==> config.mk <==
export PLATFORM = sky130hd
export DESIGN_NAME = integer_to_roman_numeral
export DESIGN_NICKNAME = d
export VERILOG_FILES = /design/src/hdl/i2r_pkg.sv /design/src/hdl/i2r_cmp_sub.sv /design/src/hdl/integer_to_roman_numeral.sv
export SDC_FILE = /design/constraint.sdc
export NUM_CORES = 1
export LEC_CHECK = 0
export ABC_CLOCK_PERIOD_IN_PS = 8660
export BUFFER_PORTS_ARGS = -buffer_cell sky130_fd_sc_hd__buf_2
export CAP_MARGIN = 25
export CELL_PAD_IN_SITES_DETAIL_PLACEMENT = 1
export CELL_PAD_IN_SITES_GLOBAL_PLACEMENT = 1
export CORE_ASPECT_RATIO = 0.8
export CORE_UTILIZATION = 49
export DETAILED_ROUTE_END_ITERATION = 8
export GPL_TIMING_DRIVEN = 1
export PLACE_DENSITY = 0.89
export SETUP_SLACK_MARGIN = 0.3
export SYNTH_ARGS = -nofsm -noshare
export SYNTH_HDL_FRONTEND = slang
export SYNTH_SLANG_ARGS = --single-unit
==> constraint.sdc <==
create_clock -name aclk -period 8.66 [get_ports aclk]
set_clock_uncertainty 0.05 [all_clocks]
set_input_delay 1.299 -clock aclk [delete_from_list [all_inputs] [get_ports aclk]]
set_output_delay 1.299 -clock aclk [all_outputs]
set_load 0.02 [all_outputs]
==> src/hdl/i2r_pkg.sv <==
`default_nettype none

package i2r_pkg;

    localparam int VALUE_W = 12;
    localparam int SYM_W   = 7;
    localparam int STEP_W  = 10;
    localparam int IDX_W   = 4;

    localparam logic [VALUE_W-1:0] VALUE_MAX = 12'd3999;
    localparam logic [IDX_W-1:0]   IDX_LAST  = 4'd12;

    localparam logic [SYM_W-1:0] CH_NONE = 7'h00;
    localparam logic [SYM_W-1:0] CH_M    = 7'h4D;
    localparam logic [SYM_W-1:0] CH_D    = 7'h44;
    localparam logic [SYM_W-1:0] CH_C    = 7'h43;
    localparam logic [SYM_W-1:0] CH_L    = 7'h4C;
    localparam logic [SYM_W-1:0] CH_X    = 7'h58;
    localparam logic [SYM_W-1:0] CH_V    = 7'h56;
    localparam logic [SYM_W-1:0] CH_I    = 7'h49;

    // One row of the greedy table: the amount taken off and the one or two
    // letters written for it, largest amount first.
    typedef struct packed {
        logic [STEP_W-1:0] amount;
        logic [SYM_W-1:0]  first;
        logic [SYM_W-1:0]  second;
        logic              pair;
    } step_t;

    function automatic step_t step_row(input logic [IDX_W-1:0] idx);
        step_t row;
        row = '{amount: 10'd0, first: CH_NONE, second: CH_NONE, pair: 1'b0};
        unique case (idx)
            4'd0:  row = '{amount: 10'd1000, first: CH_M, second: CH_NONE, pair: 1'b0};
            4'd1:  row = '{amount: 10'd900,  first: CH_C, second: CH_M,    pair: 1'b1};
            4'd2:  row = '{amount: 10'd500,  first: CH_D, second: CH_NONE, pair: 1'b0};
            4'd3:  row = '{amount: 10'd400,  first: CH_C, second: CH_D,    pair: 1'b1};
            4'd4:  row = '{amount: 10'd100,  first: CH_C, second: CH_NONE, pair: 1'b0};
            4'd5:  row = '{amount: 10'd90,   first: CH_X, second: CH_C,    pair: 1'b1};
            4'd6:  row = '{amount: 10'd50,   first: CH_L, second: CH_NONE, pair: 1'b0};
            4'd7:  row = '{amount: 10'd40,   first: CH_X, second: CH_L,    pair: 1'b1};
            4'd8:  row = '{amount: 10'd10,   first: CH_X, second: CH_NONE, pair: 1'b0};
            4'd9:  row = '{amount: 10'd9,    first: CH_I, second: CH_X,    pair: 1'b1};
            4'd10: row = '{amount: 10'd5,    first: CH_V, second: CH_NONE, pair: 1'b0};
            4'd11: row = '{amount: 10'd4,    first: CH_I, second: CH_V,    pair: 1'b1};
            4'd12: row = '{amount: 10'd1,    first: CH_I, second: CH_NONE, pair: 1'b0};
            default: row = '{amount: 10'd1,  first: CH_I, second: CH_NONE, pair: 1'b0};
        endcase
        return row;
    endfunction

endpackage

`default_nettype wire

==> src/hdl/i2r_cmp_sub.sv <==
`default_nettype none

module i2r_cmp_sub
    import i2r_pkg::*;
(
    input  wire logic [VALUE_W-1:0] rem,
    input  wire logic [STEP_W-1:0]  amount,
    output logic                    ge,
    output logic [VALUE_W-1:0]      diff
);

    logic [VALUE_W-1:0] amount_ext;

    assign amount_ext = {{(VALUE_W-STEP_W){1'b0}}, amount};
    assign ge         = (rem >= amount_ext);
    assign diff       = rem - amount_ext;

endmodule

`default_nettype wire

==> src/hdl/integer_to_roman_numeral.sv <==
// Converts one 12-bit value into its Roman numeral, one ASCII letter per output word.
// The sequencer walks the table from the largest row, registering each letter as found;
// a value of 1 steps past every other table row first. Zero or over 3999: one flagged word.
// Throughput: one item at a time, through a single compare/subtract unit; output stalls
// hold the sequencer, and the next input word is taken once the last word is registered.
// Reset (aresetn low, synchronous) returns the sequencer to idle and drops m_tvalid.
`default_nettype none

module integer_to_roman_numeral
    import i2r_pkg::*;
(
    input  wire logic        aclk,
    input  wire logic        aresetn,
    input  wire logic        s_tvalid,
    output logic             s_tready,
    input  wire logic [15:0] s_tdata,   // [11:0] value
    output logic             m_tvalid,
    input  wire logic        m_tready,
    output logic [7:0]       m_tdata,   // [6:0] symbol
    output logic             m_tlast,
    output logic [1:0]       m_tuser    // [0] empty_res, [1] out_of_range
);

    localparam logic ST_IDLE = 1'b0;
    localparam logic ST_RUN  = 1'b1;

    logic               state_reg, state_next;
    logic [VALUE_W-1:0] rem_reg, rem_next;
    logic [IDX_W-1:0]   idx_reg, idx_next;
    logic               pend_reg, pend_next;
    logic               empty_reg, empty_next;
    logic               oor_reg, oor_next;

    logic               m_tvalid_reg, m_tvalid_next;
    logic [SYM_W-1:0]   sym_reg, sym_next;
    logic               last_reg, last_next;
    logic [1:0]         user_reg, user_next;

    logic               s_accept;
    logic               out_free;
    logic [VALUE_W-1:0] in_value;
    step_t              row;
    logic               ge;
    logic [VALUE_W-1:0] diff;

    assign in_value = s_tdata[VALUE_W-1:0];
    assign s_tready = (state_reg == ST_IDLE);
    assign s_accept = s_tvalid && s_tready;
    assign out_free = !m_tvalid_reg || m_tready;
    assign row      = step_row(idx_reg);

    i2r_cmp_sub u_cmp_sub (
        .rem    (rem_reg),
        .amount (row.amount),
        .ge     (ge),
        .diff   (diff)
    );

    always_comb begin
        state_next    = state_reg;
        rem_next      = rem_reg;
        idx_next      = idx_reg;
        pend_next     = pend_reg;
        empty_next    = empty_reg;
        oor_next      = oor_reg;
        m_tvalid_next = m_tvalid_reg && !m_tready;
        sym_next      = sym_reg;
        last_next     = last_reg;
        user_next     = user_reg;

        unique case (state_reg)
            ST_IDLE: begin
                if (s_accept) begin
                    state_next = ST_RUN;
                    rem_next   = in_value;
                    idx_next   = '0;
                    pend_next  = 1'b0;
                    empty_next = (in_value == '0);
                    oor_next   = (in_value > VALUE_MAX);
                end
            end
            ST_RUN: begin
                if (out_free) begin
                    if (empty_reg || oor_reg) begin
                        m_tvalid_next = 1'b1;
                        sym_next      = CH_NONE;
                        last_next     = 1'b1;
                        user_next     = {oor_reg, empty_reg};
                        state_next    = ST_IDLE;
                    end else if (pend_reg) begin
                        // Second letter of a subtractive pair; the amount is already taken off.
                        m_tvalid_next = 1'b1;
                        sym_next      = row.second;
                        last_next     = (rem_reg == '0);
                        user_next     = 2'b00;
                        pend_next     = 1'b0;
                        if (rem_reg == '0) begin
                            state_next = ST_IDLE;
                        end
                    end else if (ge) begin
                        m_tvalid_next = 1'b1;
                        sym_next      = row.first;
                        last_next     = !row.pair && (diff == '0);
                        user_next     = 2'b00;
                        rem_next      = diff;
                        pend_next     = row.pair;
                        if (!row.pair && (diff == '0)) begin
                            state_next = ST_IDLE;
                        end
                    end else begin
                        idx_next = idx_reg + 1'b1;
                    end
                end
            end
            default: begin
                state_next = ST_IDLE;
            end
        endcase
    end

    always_ff @(posedge aclk) begin
        if (!aresetn) begin
            state_reg    <= ST_IDLE;
            pend_reg     <= 1'b0;
            idx_reg      <= '0;
            empty_reg    <= 1'b0;
            oor_reg      <= 1'b0;
            m_tvalid_reg <= 1'b0;
        end else begin
            state_reg    <= state_next;
            pend_reg     <= pend_next;
            idx_reg      <= idx_next;
            empty_reg    <= empty_next;
            oor_reg      <= oor_next;
            m_tvalid_reg <= m_tvalid_next;
        end
        rem_reg  <= rem_next;
        sym_reg  <= sym_next;
        last_reg <= last_next;
        user_reg <= user_next;
    end

    assign m_tvalid = m_tvalid_reg;
    assign m_tdata  = {1'b0, sym_reg};
    assign m_tlast  = last_reg;
    assign m_tuser  = user_reg;

    // A value that still has letters to write keeps a remainder or a pending letter.
    a_run_has_work: assert property (@(posedge aclk) disable iff (!aresetn)
        (state_reg == ST_RUN) && !empty_reg && !oor_reg |-> (rem_reg != '0) || pend_reg)
        else $error("sequencer running with nothing left to write");

    // The greedy walk never runs off the end of the table.
    a_idx_bound: assert property (@(posedge aclk) disable iff (!aresetn)
        idx_reg <= IDX_LAST)
        else $error("table index past last row");

    // A flagged word is always alone, so it closes the run.
    a_flag_last: assert property (@(posedge aclk) disable iff (!aresetn)
        m_tvalid_reg && (user_reg != 2'b00) |-> last_reg && (sym_reg == CH_NONE))
        else $error("flagged word without last or with a letter");

    // Taking an input word always starts a conversion.
    a_accept_run: assert property (@(posedge aclk) disable iff (!aresetn)
        s_accept |=> (state_reg == ST_RUN))
        else $error("accepted word did not start a conversion");

endmodule

`default_nettype wire
* Yosys cells after proc, flatten, opt, wreduce, memory -nomap -nowiden
Memories as Yosys holds them, arrays and structs flattened. A register that Yosys moved wholly into a read port is not among the register bits.
Index checks and enable logic that the tools add are counted.
** Storage, ports and cells
- Register bits :: 31
- Memory bits (read-only) :: 352
- Input port bits :: 20
- Output and inout bits :: 13
- Logic and storage cells :: 79
- Memories kept :: 1
** Cells by class
- Add/sub/neg operators :: 2
- $lt $le $gt $ge :: 2
- Equal/unequal tests :: 6
- Muxes and demuxes :: 40
- Bitwise logic cells :: 1
- Reduce and logical (&&, ||, !) cells :: 17
** Memory list
- (name not given) :: depth 16, bits a word 22, read ports 1, clocked after Yosys merged registers in 1, wr ports 0, RTL line i2r_pkg.sv:34 : unique case (idx)
** Operator list (number)
- two-way mux 12 bit :: 5
- zero test 12 bit :: 3
- two-way mux 4 bit :: 7
- one-hot mux 12 bit (2 select lines) :: 1
- two-way mux 1 bit :: 19
- two-way mux 7 bit :: 2
- greater-or-equal comparator 12 x 10 -> 1 bit :: 1
- greater-than comparator 12 bit, second input constant :: 1
- subtractor 12 x 10 -> 12 bit :: 1
- AND reduction 5 bit :: 2
- one-hot mux 4 bit (2 select lines) :: 1
- two-way mux 2 bit :: 3
- inequality test 2 x 1 -> 1 bit, second input constant :: 3
- inequality test 2 bit, second input constant :: 3
- AND reduction 3 bit :: 2
- adder 4 x 1 -> 4 bit, second input constant :: 1
- one-hot mux 1 bit (2 select lines) :: 2
- logical AND 1 bit :: 3
- zero test 1 bit :: 3
- nonzero test 3 bit :: 1
- logical OR 1 bit :: 2
- AND reduction 2 bit :: 1
- NOT 1 bit :: 1

* Depth between registers and ports, before layout
- Word-level depth :: 9
- Mapped depth :: 13

* By module
Synthesis repeated with hierarchy kept, for this count alone.
** Second synthesis, totals
- Cells, all modules :: 296
- Area total of the unflattened synthesis :: 3036.7 um2
** By module, submodules not included
- integer_to_roman_numeral :: times used 1, cells each 203, area an instance 2398.6 um2
- i2r_cmp_sub :: times used 1, cells each 93, area an instance 638.1 um2

* Worst setup path before layout
Ideal clock, no wire load.
- Path kind :: input -> register
- Start :: in m_tready
- End :: reg row[18] (netlist name)
- Setup time :: 0.136 ns
- Arrival time :: 2.871 ns
- Data required time :: 8.474 ns
- Slack :: 5.604 ns
- Stages :: 9
- Buffers on the path :: 1
- Path through :: nand2b_1 > a31oi_2 > nor4_1 > a211oi_2 > nand3_2 > and2_4 > buf_6 > a22oi_1 > o32ai_1
** Between the ends
- Longest elaborated chain between the ends :: 5
** RTL lines
- start: declaration :: RTL line integer_to_roman_numeral.sv:18 : input wire logic m_tready,
- logical OR 1 bit :: RTL line integer_to_roman_numeral.sv:49 : assign out_free = !m_tvalid_reg || m_tready;
- inequality test 2 x 1 -> 1 bit (no source line)
- AND reduction 5 bit (no source line)
- two-way mux 4 bit (no source line) (2 in series)
Every way passes these cells.
A chain may end at the register's enable or synchronous reset.

* Worst setup path in the final report
- Start :: reg rem_reg[0]
- End :: reg row[2] (netlist name)
** Between the ends
- Longest elaborated chain between the ends :: 5
** RTL lines
- start: declaration :: RTL line integer_to_roman_numeral.sv:28 : logic [VALUE_W-1:0] rem_reg, rem_next;
- start signal: assignment :: RTL line integer_to_roman_numeral.sv:137 : rem_reg <= rem_next;
- greater-or-equal comparator 12 x 10 -> 1 bit :: RTL line i2r_cmp_sub.sv:15 : assign ge = (rem >= amount_ext);
- inequality test 2 bit (no source line)
- AND reduction 5 bit (no source line)
- two-way mux 4 bit (no source line) (2 in series)
Every way passes these cells.

==> summary.txt <==
Synth
  • Yosys reg bits: 50
  • Mapped Cells: 301
  • Post-synth EDFFs: 21
  • Synth cell types: 72
  • Seq/Total Area, Yosys: 41.2%
  • Synth Cell Area: 2940 µm²
  • Top_reg_cell synth: dfxtp_1
  • Average cell area after synthesis: 9.77 µm²
  • Fraction of registers with async set/reset: 0%
  • Yosys warnings: 0

Floorplan
  • Row count: 24
  • Chip width: 88.6 µm
  • DIE HEIGHT: 71.3 µm
  • Core Box Area: 5620 µm²
  • Io pins: 33
  • Die ar.: 6320 µm²
  • Initial Util: 52.4%

STA
  • Rel. slew slack: 40.6%
  • Final setup TNS: 0 ps
  • Final hold violation count: 0
  • Unrepaired setup endpoints after global routing: false
  • Slew @ Worst Pin: 891 ps
  • Fin crit share: 42.1%
  • Max-slew violations: 0
  • Minimum clock period: 3650 ps
  • # setup viols final: 0
  • WHS: 476 ps
  • Maximum clock rate: 274 MHz

Final layout
  • Share of layout cells above drive strength 1: 20.2%
  • FF/Latch Area: 1210 µm²
  • Final Net Count: 356
  • Number of fill cells: 666
  • # diodes: 0
  • Multi-input gate area: 1520 µm²
  • Largest register FFs: 20
  • Area grow syn2layout: 7.70%

CTS
  • Postcts setup bufs: 0
  • CTS HTree Levels: 2
  • Post-CTS sizing: 0
  • Worst-Skew Late Latency: 320 ps
  • Sink Count: 50
  • Clock-pin slew on the worst setup and hold paths: 100 ps
  • Buffer depth of the longest clock path: 2
  • Clock root buffer master: clkbuf_8
  • CTS tree: yes
  • CTS Hold Bufs: 0
  • Num CTS Buffers: 5

Critical path
  • R2R depth: 12
  • Most used cell, CP: ha_1
  • CP Launch Type: flip-flop
  • Crit-path cells: inv_1 -> ha_1 -> fa_1 -> and2b_1 -> o22a_2 -> o2111ai_2 -> a21oi_1 -> a211oi_2 -> inv_2 -> ha_1 -> a32oi_1 -> nor2_1
  • Arrival @ worst endpoint: 3780 ps
  • Kind of critical path: flip-flop to flip-flop
  • WP data required: 8800 ps
  • Slowest stage cell, crit path: a211oi_2
  • Kind of end point of the critical path: flip-flop
  • CP max stage delay: 750 ps
  • CP Max Fanout: 13

Detailed routing
  • Detailed-route wire length: 8.37 mm
  • Total number of vias: 2,479
  • Routed wire length per instance: 20.9 µm
  • Via density per instance: 6.20
  • Drt pass-1 iters: 4
  • Starting DRT DRC Count: 168
  • DRC Markers: 0
  • Routed Antenna Nets: 0

Run status
  • Status: finished clean

Global routing
  • GRT Total Usage: 28.9%
  • Via count of the first global-routing pass: 2,517
  • First-pass GRT wire length: 13.4 mm
  • Largest net degree at the start of global routing: 31
  • Initial antenna violation count: 0
  • Grt total ovfl: 0

Power
  • Pwr Density: 171 nW/µm²
  • Peak supply drop: 71.2 µV
  • Leak: 1.26 nW

Place
  • Port Buf Inserts: 26
  • Gpl congestion: 0.878
  • Hpwl dp: 6.35 mm

Run
  • # Max-Cap Violations: 0

Hold path
  • Worst Hold Class: flip-flop to flip-flop
  • WHS Path Cells: 0
power breakdown:
group | internal [mW] | switching [mW]
combinational | 0.0434 | 0.0738
sequential | 0.261 | 0.0112
clock | 0.0606 | 0.0900
Yosys cell counts (4+ instances only):
master    number  area (µm²)
a21o_1         7        52.6
a21oi_1       16        80.1
a31oi_1        6        37.5
and3_1         6        37.5
buf_6          5        56.3
dfxtp_1       29         581
edfxtp_1      21         631
ha_1          14         175
inv_1         17        63.8
mux2_2         8        90.1
mux2i_1        5        50.1
nand2_1       23        86.3
nand3_1       11        55.1
nor2_1        26        97.6
nor2b_1        5        31.3
nor3_1         4        20.0
nor4_1         9        56.3
o21ai_0        8        40.0
xnor2_1        7        61.3
metrics by stage:
| stage | setup WS [ps] | instance area [µm²] | utilization (%) | power, mW | instances |
|---|---|---|---|---|---|
| 2_1_floorplan | 5600 | 2940 | - | 0.356 | 302 |
| 5_1_grt | 4890 | 3170 | 56.4 | 0.560 | 400 |
| 3_5_place_dp | 4890 | 3040 | 54.2 | 0.388 | 391 |
| 6_report | 5010 | 3170 | 56.4 | 0.541 | 400 |
| 4_1_cts | 5060 | 3140 | 55.9 | 0.537 | 399 |
| 3_3_place_gp | 4930 | 3030 | 54.0 | 0.380 | 390 |
cells by family (layout without fill, tap and decap cells):
group                    count (synthesis)  in the layout  share of synthesized area, %
flip-flops                              50             50                          41.2
adder cells (fa/ha/maj)                 16             16                          6.98
multiplexers                            13             13                          4.77
other                                    1              2                         0.128
AO/OA/AOI/OAI                           74             74                          18.9
buffers and inverters                   35             55                          7.11
XOR/XNOR                                10             10                          2.98
AND/OR/NAND/NOR                        102            102                          18.0
critical path: cells and delay by family, from the launching register on:
kind | cells | cell delay, ps
AO/OA/AOI/OAI | 5 | 1690
AND/OR/NAND/NOR | 2 | 310
buffers and inverters | 2 | 310
flip-flops | 1 | 390
adder cells (fa/ha/maj) | 3 | 760
per-layer routing:
layer / routed length, µm / GRT usage, % / vias up / share of wire, %
met3: 581 / 4.84 / 28 / 6.9
met4: 275 / 13.6 / 0 / 3.3
met2: 3800 / 43.6 / 116 / 45
li1: - / - / 1146 / -
met5: 0 / 0 / - / 0
met1: 3710 / 40.2 / 1189 / 44
cell usage in the layout (no fill, tap or decap), drive strengths merged, types with 8 or more instances in the layout:
master  count
a21o        8
a21oi      17
a31oi       8
buf        28
dfxtp      29
edfxtp     21
ha         14
inv        21
mux2        8
nand2      23
nand3      13
nor2       28
nor4        9
o21ai       9
final timing paths:
check                  start    endpoint  slack [ps]
hold / removal     empty_reg  m_tuser[0]         480
setup reg to reg  rem_reg[0]      row[2]        5010
setup / recovery  rem_reg[0]      row[2]        5010
hold reg to reg    empty_reg  m_tuser[0]         480
cell type report:
cell class / instances / area share, %
repair buffers: 28 / 5.22
multi-input cells: 217 / 48.1
clock buffers: 5 / 2.17
clock inverters: 3 / 0.909
well taps: 78 / 3.08
flip-flops and latches: 50 / 38.2
inverters: 19 / 2.25
Note: power is estimated with default switching activity, not from simulation.
